`config.mk`:
```
export PLATFORM = sky130hd
export DESIGN_NAME = cpak_crc
export DESIGN_NICKNAME = d
export VERILOG_FILES = /design/src/rtl/core/controller_pak_block_access_assert.svh /design/src/rtl/core/cpak_pkg.sv /design/src/rtl/core/cpak_crc.sv
export SDC_FILE = /design/constraint.sdc
export NUM_CORES = 1
export LEC_CHECK = 0
export ABC_CLOCK_PERIOD_IN_PS = 4080
export BUFFER_PORTS_ARGS = -buffer_cell sky130_fd_sc_hd__buf_4
export CAP_MARGIN = 20
export CORE_AREA = 2 2 103 105
export CTS_BUF_LIST = sky130_fd_sc_hd__clkbuf_4
export CTS_CLUSTER_SIZE = 40
export DETAILED_ROUTE_END_ITERATION = 10
export DIE_AREA = 0 0 105 107
export GPL_TIMING_DRIVEN = 0
export PLACE_DENSITY = 0.77
export SLEW_MARGIN = 5
export SYNTH_ARGS = -nofsm -noshare
export SYNTH_HDL_FRONTEND = slang
export SYNTH_SLANG_ARGS = --single-unit
```
`constraint.sdc`:
```
create_clock -name clk -period 4.08 [get_ports clk]
set_input_delay 0.408 -clock clk [delete_from_list [all_inputs] [get_ports clk]]
set_output_delay 0.408 -clock clk [all_outputs]
set_load 0.005 [all_outputs]
```
`src/rtl/core/controller_pak_block_access_assert.svh`:
```
// ----------------------------------------------------------------------------
// controller pak block access assertion macros
// shared concurrent assertion forms, clocked on clk, disabled in reset
// ----------------------------------------------------------------------------
`ifndef CONTROLLER_PAK_BLOCK_ACCESS_ASSERT_SVH
`define CONTROLLER_PAK_BLOCK_ACCESS_ASSERT_SVH

// antecedent implies consequent in the same cycle
`define CPAK_ASSERT_SAME(label, ante, cons, msg) \
  label: assert property (@(posedge clk) disable iff (!rst_n) (ante) |-> (cons)) \
    else $error(msg);

// antecedent implies consequent in the next cycle
`define CPAK_ASSERT_NEXT(label, ante, cons, msg) \
  label: assert property (@(posedge clk) disable iff (!rst_n) (ante) |=> (cons)) \
    else $error(msg);

`endif

```
`src/rtl/core/cpak_pkg.sv`:
```
// ----------------------------------------------------------------------------
// cpak_pkg
// types, constants and the crc byte step for the controller pak block access
// ----------------------------------------------------------------------------
package cpak_pkg;

  localparam int NUM_PORTS_DEF = 4;
  localparam int PAK_BYTES_DEF = 32768;
  localparam int BLK_BYTES     = 32;
  localparam int BUF_BYTES     = 32;
  localparam int BUF_W         = BUF_BYTES * 8;

  localparam logic [7:0]  CRC_POLY     = 8'h85;
  localparam logic [15:0] SPECIAL_ADDR = 16'h8001;
  localparam logic [15:0] BLK_MASK     = 16'hFFE0;
  localparam logic [15:0] LAST_BLOCK   = 16'h7FE0;

  localparam logic CMD_READ  = 1'b0;
  localparam logic CMD_WRITE = 1'b1;

  typedef struct packed {
    logic        cmd;
    logic [1:0]  port;
    logic [15:0] address;
    logic [63:0] wdata_0;
    logic [63:0] wdata_1;
    logic [63:0] wdata_2;
    logic [63:0] wdata_3;
  } in_beat_t;

  typedef struct packed {
    logic [63:0] rdata_0;
    logic [63:0] rdata_1;
    logic [63:0] rdata_2;
    logic [63:0] rdata_3;
    logic [7:0]  data_crc;
  } out_beat_t;

  typedef enum logic [1:0] {
    ST_IDLE,
    ST_RD,
    ST_CRC,
    ST_DONE
  } cpak_state_t;

  typedef struct packed {
    logic start;
  } crc_ctl_t;

  typedef struct packed {
    logic busy;
    logic done;
  } crc_sts_t;

  // eight bit steps of the crc shift register, msb first
  function automatic logic [7:0] crc_byte(input logic [7:0] crc_in, input logic [7:0] din);
    logic [7:0] c;
    logic       tap;
    int         b;
    c = crc_in;
    for (b = 7; b >= 0; b--) begin
      tap = c[7];
      c   = {c[6:0], din[b]};
      if (tap) begin
        c = c ^ CRC_POLY;
      end
    end
    return c;
  endfunction

endpackage

```
`src/rtl/core/cpak_crc.sv`:
```
// ----------------------------------------------------------------------------
// cpak_crc
// byte-serial crc-8 over the 32-byte block buffer plus one zero flush byte
// ----------------------------------------------------------------------------
module cpak_crc (
  input  logic                         clk,
  input  logic                         rst_n,
  input  cpak_pkg::crc_ctl_t           ctl,
  input  logic [cpak_pkg::BUF_W-1:0]   blk_data,
  output cpak_pkg::crc_sts_t           sts,
  output logic [7:0]                   crc
);
  import cpak_pkg::*;

  localparam int IDX_W = $clog2(BUF_BYTES);
  localparam int CNT_W = $clog2(BUF_BYTES + 1);

  logic [CNT_W-1:0] cnt_r;
  logic             busy_r;
  logic             done_r;
  logic [7:0]       crc_r;
  logic [IDX_W-1:0] idx;
  logic [7:0]       cur_byte;
  logic             flush;

  // byte picked by the counter, zero for the flush step
  assign idx      = cnt_r[IDX_W-1:0];
  assign flush    = (cnt_r == CNT_W'(BUF_BYTES));
  assign cur_byte = flush ? 8'h00 : blk_data[(BUF_W - 1) - 8 * idx -: 8];

  // control: counter, busy and done pulse
  always_ff @(posedge clk) begin
    if (!rst_n) begin
      cnt_r  <= '0;
      busy_r <= 1'b0;
      done_r <= 1'b0;
    end else begin
      done_r <= 1'b0;
      if (ctl.start) begin
        cnt_r  <= '0;
        busy_r <= 1'b1;
      end else if (busy_r) begin
        cnt_r <= cnt_r + CNT_W'(1);
        if (flush) begin
          busy_r <= 1'b0;
          done_r <= 1'b1;
        end
      end
    end
  end

  // crc shift register
  always_ff @(posedge clk) begin
    if (ctl.start) begin
      crc_r <= 8'h00;
    end else if (busy_r) begin
      crc_r <= crc_byte(crc_r, cur_byte);
    end
  end

  assign sts.busy = busy_r;
  assign sts.done = done_r;
  assign crc      = crc_r;

endmodule

```
# After elaboration in Yosys (flattened, before gate mapping)
# Cells that the tools add are included.
totals:
  reg_bits: 16
  input_bits: 259
  out_inout_bits: 10
  wordCells: 47
classes:
  addsub: 2
  n_eq_ne: 1
  n_shift: 1
  n_mux: 27
  bitwise: 10
  n_reduce_logical: 2
ops:
  columns: ["op", "n"]
  rows:
  - ["263-bit by 33-bit variable part select with 8-bit output", 1]
  - ["8-bit two-way mux", 23]
  - ["3-bit NOT", 8]
  - ["8-bit by 8-bit subtractor with 9-bit output (first input constant)", 1]
  - ["6-bit by 1-bit adder with 6-bit output (second input constant)", 1]
  - ["6-bit equality test (second input constant)", 1]
  - ["1-bit two-way mux", 4]
  - ["3-bit OR reduction", 1]
  - ["1-bit NOT", 2]
  - ["2-bit OR reduction", 1]

# Longest topological paths before layout
# Gate-level depths: netlist of run 1.
logic_depth:
  word_depth: 33
  ltp_mapped: 10
  mapped_depth_nobuf: 7

# Least setup slack after synthesis of run 1
# No wires, ideal clock.
synth_timing:
  path_type: "register to register"
  start: "reg cnt_r[0]"
  end: "reg crc_r[6] (netlist: crc[6])"
  setup_time_ns: 0.122
  t_arrival_ns: 2.095
  required_time_ns: 3.958
  path_slack_ns: 1.863
  stages_incl_launch_ff: 10
  n_path_buf: 3
  period_less_slack_ns: 2.217
  cell_sequence: "dfxtp_1 buf_6 buf_2 inv_1 buf_2 ha_1 nand4b_1 nand4_1 and3b_1 a311o_1"
synth_between:
  elab_chain_cells: 24
  elab_cells_between_ends: 25
  classes_between: "add/sub: 1; eq/ne: 1; shift: 1; mux: 20; bitwise: 2"
synth_lines:
  columns: ["item", "line_no", "text"]
  rows:
  - ["from (decl)", "cpak_crc.sv:18", "logic [CNT_W-1:0] cnt_r;"]
  - ["from (signal assigned)", "cpak_crc.sv:43", "cnt_r <= cnt_r + CNT_W'(1);"]
  - ["8-bit by 8-bit subtractor with 9-bit output", "cpak_crc.sv:29", "assign cur_byte = flush ? 8'h00 : blk_data[(BUF_W - 1) - 8 * idx -: 8];"]
  - ["263-bit by 33-bit variable part select with 8-bit output", "cpak_crc.sv:29", null]
  - ["8-bit two-way mux *", "cpak_crc.sv:29", null]
  - ["3-bit NOT (no line)", null, null]
  - ["8-bit two-way mux *", "cpak_pkg.sv:64", "if (tap) begin"]
  - ["8-bit two-way mux *", "cpak_crc.sv:56", "end else if (busy_r) begin"]
  - ["8-bit two-way mux *", "cpak_crc.sv:54", "if (ctl.start) begin"]
  - ["8-bit two-way mux *", "cpak_pkg.sv:64", null]
  - ["[8 not listed]", null, null]
  - ["8-bit two-way mux *", "cpak_crc.sv:54", null]
  - ["8-bit two-way mux *", "cpak_pkg.sv:64", null]
  - ["8-bit two-way mux *", "cpak_crc.sv:56", null]
  - ["8-bit two-way mux *", "cpak_crc.sv:54", null]
  - ["8-bit two-way mux *", "cpak_pkg.sv:64", null]
  - ["8-bit two-way mux *", "cpak_crc.sv:56", null]
  - ["8-bit two-way mux *", "cpak_crc.sv:54", null]
  - ["8-bit two-way mux *", "cpak_pkg.sv:64", null]
  - ["to (signal assigned)", "cpak_crc.sv:57", "crc_r <= crc_byte(crc_r, cur_byte);"]
  - ["to (decl)", "cpak_crc.sv:21", "logic [7:0] crc_r;"]
# Every way passes the cells marked *; elsewhere a longest branch is shown, timed or not. The select of a mux whose other input is x is not followed.
# A chain may end at the register's enable or synchronous reset.

# Worst setup path in the final report of run 1
# Ends and elaborated chain as after synthesis.

==> results.txt, run 1 <==
The largest net degree at the start of global routing is 11. The final layout net count came out at 809. OpenSTA, run right after detailed placement, puts the worst setup slack at 1.198 ns.

The minimum clock period is 2.944 ns. The detail-routed net length per standard cell is 21.14 um. The average size of a mapped cell came out at 10.92 um2. The initial antenna violation count is 0. The number of sinks driven by the clock tree is 16. Once detailed placement completed, the half-perimeter wirelength came to 12480 um. The final period utilization came out at 0.7217. The total overflow left after global routing is 0. The sequential cell area came out at 320.3 um2. The flow ran to the end, and the final reports show no timing, DRC or antenna violations. The first global-routing pass estimated 21670 um of wire. The number of synthesized register bits came out at 16.

The overall power of the completed layout came out at 0.0008765 W. The post-cts sizing count is 0. The share of synthesized flip-flops with an asynchronous set or reset came out at 0. The count of filler cells inserted in the layout came out at 982. In this run the number of H-tree levels came out at 1.

The via count of the first global-routing pass was 4086. The count of hold-fix buffers inserted at cts came out at 0. The number of setup violations in the final report came out at 0.

The library cell appearing most often on the critical path is buf_2. TritonCTS built the clock tree. The die covers 11240 um2.

In the routed design, unresolved DRC markers number 0. The fraction of final layout cells with drive strength greater than 1 is 0.6282. The final weighted congestion of routability-driven global placement is 0.9206. The max-slew violation total from the final report is 0. The die is 107 um tall. The region available for standard cell placement spans 10090 um2. The count of input and output buffers is 267. The starting DRC count in detailed routing is 215.

The routed wire length came out at 14420 um. The worst setup path is launched from a flop. The number of distinct library cell variants in the gate-level netlist after synthesis is 48. The clock latency reported for the late side of the worst-skew pair came out at 0.30 ns. Across the VDD grid, the largest voltage drop is 0.0001260 V.

STA puts the critical path data required time at 4.26 ns. The largest clock skew in the final design came out at 0.01338 ns. The post-synthesis cell area came out at 3013 um2. The clock transition at the register clock pins on the worst setup and hold paths after CTS is 0.10 ns. The startpoint-to-endpoint class of the critical path is flop to flop. Setup repair after global routing left no endpoint under its margin. The total power per unit cell area came out at 168.2 nW/um2.

The sequential fraction of the synthesis area came out at 0.1063. The placed instances occupy a cell area of 5187 um2. The highest clock frequency the design can meet is 339.6 MHz. Detailed routing inserted a total of 3652 vias. The worst-margin pin slew is 0.7597 ns. The critical path goes through buf_6 -> buf_2 -> inv_1 -> buf_2 -> ha_1 -> nand4b_1 -> nand4_1 -> and3b_1 -> a311o_1. The arrival time of data at the critical path endpoint came out at 3.12 ns. The number of enable-type register cells in the synthesized netlist is 0. The floorplan step set the die width to 105 um. The yosys synthesis warning count is 0. After floorplanning, the core was divided into 37 placement rows. For this run, the total global-route usage over all layers was measured as 0.2494.

Summing all multi-input logic gate instances after layout gives 2524 um2. The count of antenna diodes in the layout is 0. The maximum fanout encountered on the critical timing path came out at 10.

The final design instance area without fill is 5210 um2. The number of vias per cell after detailed routing came out at 5.355. The instance count of the mapped netlist came out at 276.

No sink is reached through more buffers than the 2 on the longest clock path. Setup slack on the critical path of the routed design comes to 1.136 ns. The count of nets left with antenna violations once routing finished came out at 0.

Summed over all cells, the static leakage comes to 2.263 nW. The CTS root buffer is clkbuf_4. The number of maximum-capacitance violations is 0. The CTS buffer count came out at 3.

The relative area change from synthesis to final layout is 72.92%. The total I/O pin count came out at 269. The count of TritonRoute iterations in the first routing pass is 4.

The nature of the critical path endpoint is a flop. The primary flip-flop cell chosen by synthesis mapping is dfxtp_1. Counting every net in the synthesized netlist gives 537. The tightest min-delay check is of the input pin to flop type. The worst-case headroom to the max-slew limit came out at 0.4935. The total count of hold-check failures in the final report came out at 0. The setup total negative slack came out at 0 ns. The count of buffers added by post-CTS timing repair for setup came out at 0. The slowest stage of the critical path is the nand4b_1 cell. The initial utilization of the core area, before any placement, comes to 0.2985. The largest single stage delay on the critical path is 0.40 ns.
[worst paths after layout]
check | startpoint | to | slack [ns] | depth (start not counted)
worst max-delay path | cnt_r[0] | crc[6] | 1.14 | 9
worst min-delay path | rst_n | busy_r | 0.35 | 2
worst max register to register | cnt_r[0] | crc[6] | 1.14 | 9
worst min register to register | cnt_r[5] | cnt_r[5] | 0.52 | 2
[through the flow]
stage / utilization / cells / hold slack [ns]
floorplan: - / 276 / 0.4581
global placement: 0.5140 / 679 / 0.4698
detailed placement: 0.5140 / 679 / 0.4880
CTS: 0.5162 / 682 / 0.3385
global route: 0.5162 / 682 / 0.3387
finish: 0.5162 / 682 / 0.3477
[synthesized netlist by cell type (3+ instances only)]
library cell / number / area, um2
xnor2_1: 14 / 122.6
o21ai_0: 5 / 25.02
nand3_1: 9 / 45.04
o221ai_1: 3 / 26.28
nand4_1: 5 / 31.28
dfxtp_1: 16 / 320.3
a311o_1: 4 / 40.04
nor2_1: 15 / 56.30
nand2_1: 23 / 86.33
and2_1: 3 / 18.77
a211oi_1: 7 / 52.55
nor2b_1: 5 / 31.28
xor2_1: 7 / 61.31
a21boi_0: 3 / 22.52
mux4_2: 51 / 1149
mux4_1: 6 / 157.7
a22oi_1: 3 / 22.52
a21oi_1: 4 / 20.02
o211ai_1: 3 / 22.52
and3_1: 6 / 37.54
inv_1: 4 / 15.01
clkbuf_1: 7 / 26.28
buf_4: 7 / 52.55
buf_2: 9 / 45.04
mux2i_1: 25 / 250.2
[cells by family after synthesis]
group                      count (synthesis)  share of synthesized area
buffers and inverters                     31                    0.05606
DFF                                       16                     0.1063
AOI/OAI and AO/OA                         45                     0.1167
and+or+nand+nor                           77                     0.1275
muxes                                     84                     0.5241
xor gates and xnor gates                  21                    0.06105
adders and majority gates                  2                   0.008304
[worst max-delay path: cells and delay by family, from the launching register on]
family,cells,cell delay [ns]
and+or+nand+nor,3,0.93
adders and majority gates,1,0.23
AOI/OAI and AO/OA,1,0.32
DFF,1,0.39
buffers and inverters,4,0.94
[cell usage in the layout, fill, tap and decap left out, types with 3 or more instances in the layout]
master    synthesis  final
buf_4             7    274
mux4_2           51     51
mux2i_1          25     25
nand2_1          23     23
dfxtp_1          16     16
nor2_1           15     15
xnor2_1          14     14
buf_2             9      9
nand3_1           9      9
clkbuf_1          7      7
xor2_1            7      7
a211oi_1          7      7
mux4_1            6      6
and3_1            6      6
nor2b_1           5      5
nand4_1           5      5
o21ai_0           5      5
inv_1             4      4
a311o_1           4      4
a21oi_1           4      4
o221ai_1          3      3
o211ai_1          3      3
and2_1            3      3
a21boi_0          3      3
a22oi_1           3      3
clkbuf_4          0      3
[cell type report]
type                       instances  area share
tap                              136     0.03266
sequential                        16     0.06148
clock buffer                       3    0.004323
multi-input combinational        229      0.4844
timing repair buffer             267      0.3847
buffer                            26     0.02882
inverter                           5    0.003602
[flip-flops by register name (all words and copies together) (netlist names)]
| name | flops |
|---|---|
| crc | 8 |
| cnt_r | 6 |
| busy_r | 1 |
| done_r | 1 |
[metal layers]
layer  part of all wire  track usage
met1               0.38       0.3115
met2               0.54       0.4481
met3              0.065      0.04559
met4              0.017      0.05524
met5                  0            0
[power breakdown]
| group | leakage [nW] | switching (W) | internal (W) |
|---|---|---|---|
| clock network | 0.0138 | 0.0000517 | 0.0000344 |
| registers | 0.131 | 0.0000258 | 0.000177 |
| logic | 2.12 | 0.000218 | 0.000370 |
Power figures use the tool's default switching activity.
==> inputs of run 2 (changes only) <==
--- a/config.mk
+++ b/config.mk
@@ -5,7 +5,7 @@
 export SDC_FILE = /design/constraint.sdc
 export NUM_CORES = 1
 export LEC_CHECK = 0
-export ABC_CLOCK_PERIOD_IN_PS = 4080
+export ABC_CLOCK_PERIOD_IN_PS = 2400
 export BUFFER_PORTS_ARGS = -buffer_cell sky130_fd_sc_hd__buf_4
 export CAP_MARGIN = 20
 export CORE_AREA = 2 2 103 105
@@ -14,7 +14,7 @@
 export DETAILED_ROUTE_END_ITERATION = 10
 export DIE_AREA = 0 0 105 107
 export GPL_TIMING_DRIVEN = 0
-export PLACE_DENSITY = 0.77
+export PLACE_DENSITY = 0.8
 export SLEW_MARGIN = 5
 export SYNTH_ARGS = -nofsm -noshare
 export SYNTH_HDL_FRONTEND = slang
==> constraint.sdc (replaced) <==
create_clock -name clk -period 2.4 [get_ports clk]
set_input_delay 0.24 -clock clk [delete_from_list [all_inputs] [get_ports clk]]
set_output_delay 0.24 -clock clk [all_outputs]
set_load 0.005 [all_outputs]
==> results.txt, run 2 (synthesized netlist as in run 1, its figures left out) <==
The run finished with clean final reports. The antenna violation net count after detailed routing came out at 0 (unchanged). The register-to-register setup slack came to 0.11 ns (-1.03 ns).

The clock latency reported for the late side of the worst-skew pair is 0.28 ns (-0.02 ns). The maximum fanout encountered on the critical timing path came out at 10 (unchanged). The count of antenna diodes in the layout came out at 0 (unchanged). The arrival time of data at the critical path endpoint is 2.45 ns (-0.67 ns).

The number of placement rows is 37 (unchanged). The global routing usage summed across all routing layers came out at 0.2543 (+0.004882). The least setup slack across all paths after layout was 0.1091 ns (-1.027 ns). The initial antenna violation count came out at 0 (unchanged). TritonCTS built the clock tree. The total power per unit cell area is 281.5 nW/um2 (+67%). CTS placed an instance of clkbuf_4 at the clock tree root. The final design instance area without fill came out at 5354 um2 (+2.8%).

The flip-flop count of the largest register, all copies and words added is 8 (unchanged). The number of maximum-capacitance violations came out at 0 (unchanged). The maximum VDD drop was 0.0002127 V (+69%). The count of filler cells inserted in the layout came out at 938 (-4.5%). The number of vias per cell after detailed routing is 5.497 (+2.7%). The largest net degree at the start of global routing came to 11 (unchanged). The die outline area was 11240 um2 (unchanged). The total grt overflow came out at 0 (unchanged). The y dimension of the die is 107 um (unchanged).

The initial standard-cell utilization of the core came to 0.2985 (unchanged). The number of setup violations in the final report is 0 (unchanged). The maximum number of buffers from clock root to sink is 2 (unchanged). The relative contribution of combinational cells to total power came out at 0.676 (+0.006). The library cell used most frequently in the layout, excluding fill and tap cells, is buf_4. The total I/O pin count was 269 (unchanged).

The largest clock skew in the final design is 0.0006028 ns (-0.01277 ns). The type of the tightest min-delay check is input pin to flop. The final weighted congestion of routability-driven global placement was 0.9387 (+2.0%). The total number of vias came out at 3793 (+3.9%). The final-layout worst hold slack is 0.1727 ns (-0.1751 ns). The CTS buffer count came out at 3 (unchanged). The relative contribution of sequential cells to total power is 0.229 (-0.002). The via count of the first global-routing pass is 4186 (+2.4%).

The final layout net count was 817 (+0.99%). The die span in x came to 105 um (unchanged). The total count of hold-check failures in the final report is 0 (unchanged).

The post-route core utilization is 0.5305 (+0.01426). The detailed-placement wirelength estimate came to 12690 um (+1.7%). The depth of the most critical reg-to-reg path is 7 (-2).

The starting DRC count in detailed routing was 214 (-0.47%). The final period utilization came out at 0.9545 (+0.2329). The net switching component of the power came out at 0.0005088 W (+72%).

The worst-case headroom to the max-slew limit is 0.5899 (+0.09640). The leakage power summed over all cells is 2.323 nW (+2.6%). The switching power share of the total came out at 0.3375 (+0.0008059). The critical path in this run is classified as flop to flop.

The overall power of the completed layout is 0.001507 W (+72%). The clock transition at the register clock pins on the worst setup and hold paths after CTS came to 0.09 ns (about the same). The required time of the critical path came out at 2.55 ns (-1.71 ns).

The fraction of final layout cells with drive strength greater than 1 is 0.6534 (+0.02522). The highest clock frequency the design can meet came out at 436.5 MHz (+29%). The worst setup path is launched from a flop.

The number of sinks driven by the clock tree came out at 16 (unchanged). The worst-margin pin slew was 0.6138 ns (-0.1459 ns). The count of TritonRoute iterations in the first routing pass is 5 (+1). The library cells used most frequently in the layout, excluding fill and tap cells, are 283 x buf_4, 51 x mux4_2, 23 x nand2_1, 23 x mux2i_1, 15 x nor2_1. The relative area change from synthesis to final layout is 77.70%. The H-tree level count came out at 1 (unchanged). The internal power came out at 0.0009985 W (+72%).

The count of input and output buffers is 267 (unchanged). The detail-routed net length per standard cell came out at 21.40 um (+1.2%). Setup repair after global routing left no endpoint under its margin. STA classifies the critical path endpoint as a flop. The minimum clock period came out at 2.291 ns (-0.6535 ns). The max-slew violation total from the final report is 0 (unchanged). The area of the core region is 10090 um2 (unchanged). The wire length of the first global-routing pass was 22080 um (+1.9%). The post-detailed-placement cell area is 5187 um2 (unchanged).

The DRC violation count after routing is 0 (unchanged). The routed wire length came out at 14770 um (+2.4%). The worst setup slack before clock tree synthesis came out at -0.5503 ns (-1.748 ns).

The power share of the clock group came out at 0.095 (-0.003). The number of stages on the worst hold path is 2 (unchanged).
[run 2: changes by cell type in the layout (fill, tap and decap cells not counted), sizes merged]
cell,before,now
buf,286,292
clkbuf,10,12
[run 2: cell type report]
cell class | count | area [um2] | area share
Sequential cell | 16 | 322.8 | 0.06029
Timing Repair Buffer | 275 | 2064 | 0.3856
Tap cell | 136 | 170.2 | 0.03178
Clock buffer | 3 | 22.52 | 0.004207
Inverter | 5 | 18.77 | 0.003505
Buffer | 26 | 206.4 | 0.03856
Multi-Input combinational cell | 229 | 2549 | 0.4760
[run 2: metal layers]
| layer | up-vias | global-route usage | share of wire |
|---|---|---|---|
| met4 | 0 | 0.06571 | 0.025 |
| met2 | 208 | 0.4699 | 0.53 |
| li1 | 1688 | - | - |
| met3 | 29 | 0.05410 | 0.070 |
| met5 | - | 0 | 0 |
| met1 | 1868 | 0.2985 | 0.37 |
[run 2: repair_timing]
action	in CTS	in global routing
buffers inserted	4	4
endpoints found under the hold margin	0	0
setup endpoints to repair	9	8
hold buffers	0	0
gates resized for setup	17	17
[run 2: power groups by stage]
| stage | sequential [W] | clock, W | combinational (W) |
|---|---|---|---|
| 2_1_floorplan | 0.000342 | 0 | 0.000532 |
| 6_report | 0.000345 | 0.000144 | 0.00102 |
| 5_1_grt | 0.000352 | 0.000157 | 0.00109 |
| 3_3_place_gp | 0.000348 | 0 | 0.000968 |
| 3_5_place_dp | 0.000351 | 0 | 0.000996 |
| 4_1_cts | 0.000345 | 0.000148 | 0.00101 |
[run 2: final timing paths]
check | from | to
worst min register to register | cnt_r[5] | cnt_r[5]
worst min-delay path | rst_n | busy_r
worst max-delay path | cnt_r[2] | crc[1]
worst max register to register | cnt_r[2] | crc[1]
[run 2: stage by stage]
step / cells / TNS [ns]
global route: 690 / 0
detailed placement: 679 / -3.008
CTS: 686 / 0
floorplan: 276 / 0
global placement: 679 / -2.759
finish: 690 / 0
[run 2: worst max-delay path, stage by stage, from the launching register on]
cell      delay, ns
dfxtp_1        0.39
clkbuf_4       0.25
buf_4          0.23
mux4_2         0.35
mux4_2         0.49
nor2_1         0.20
a211o_1        0.15
nand4_1        0.11
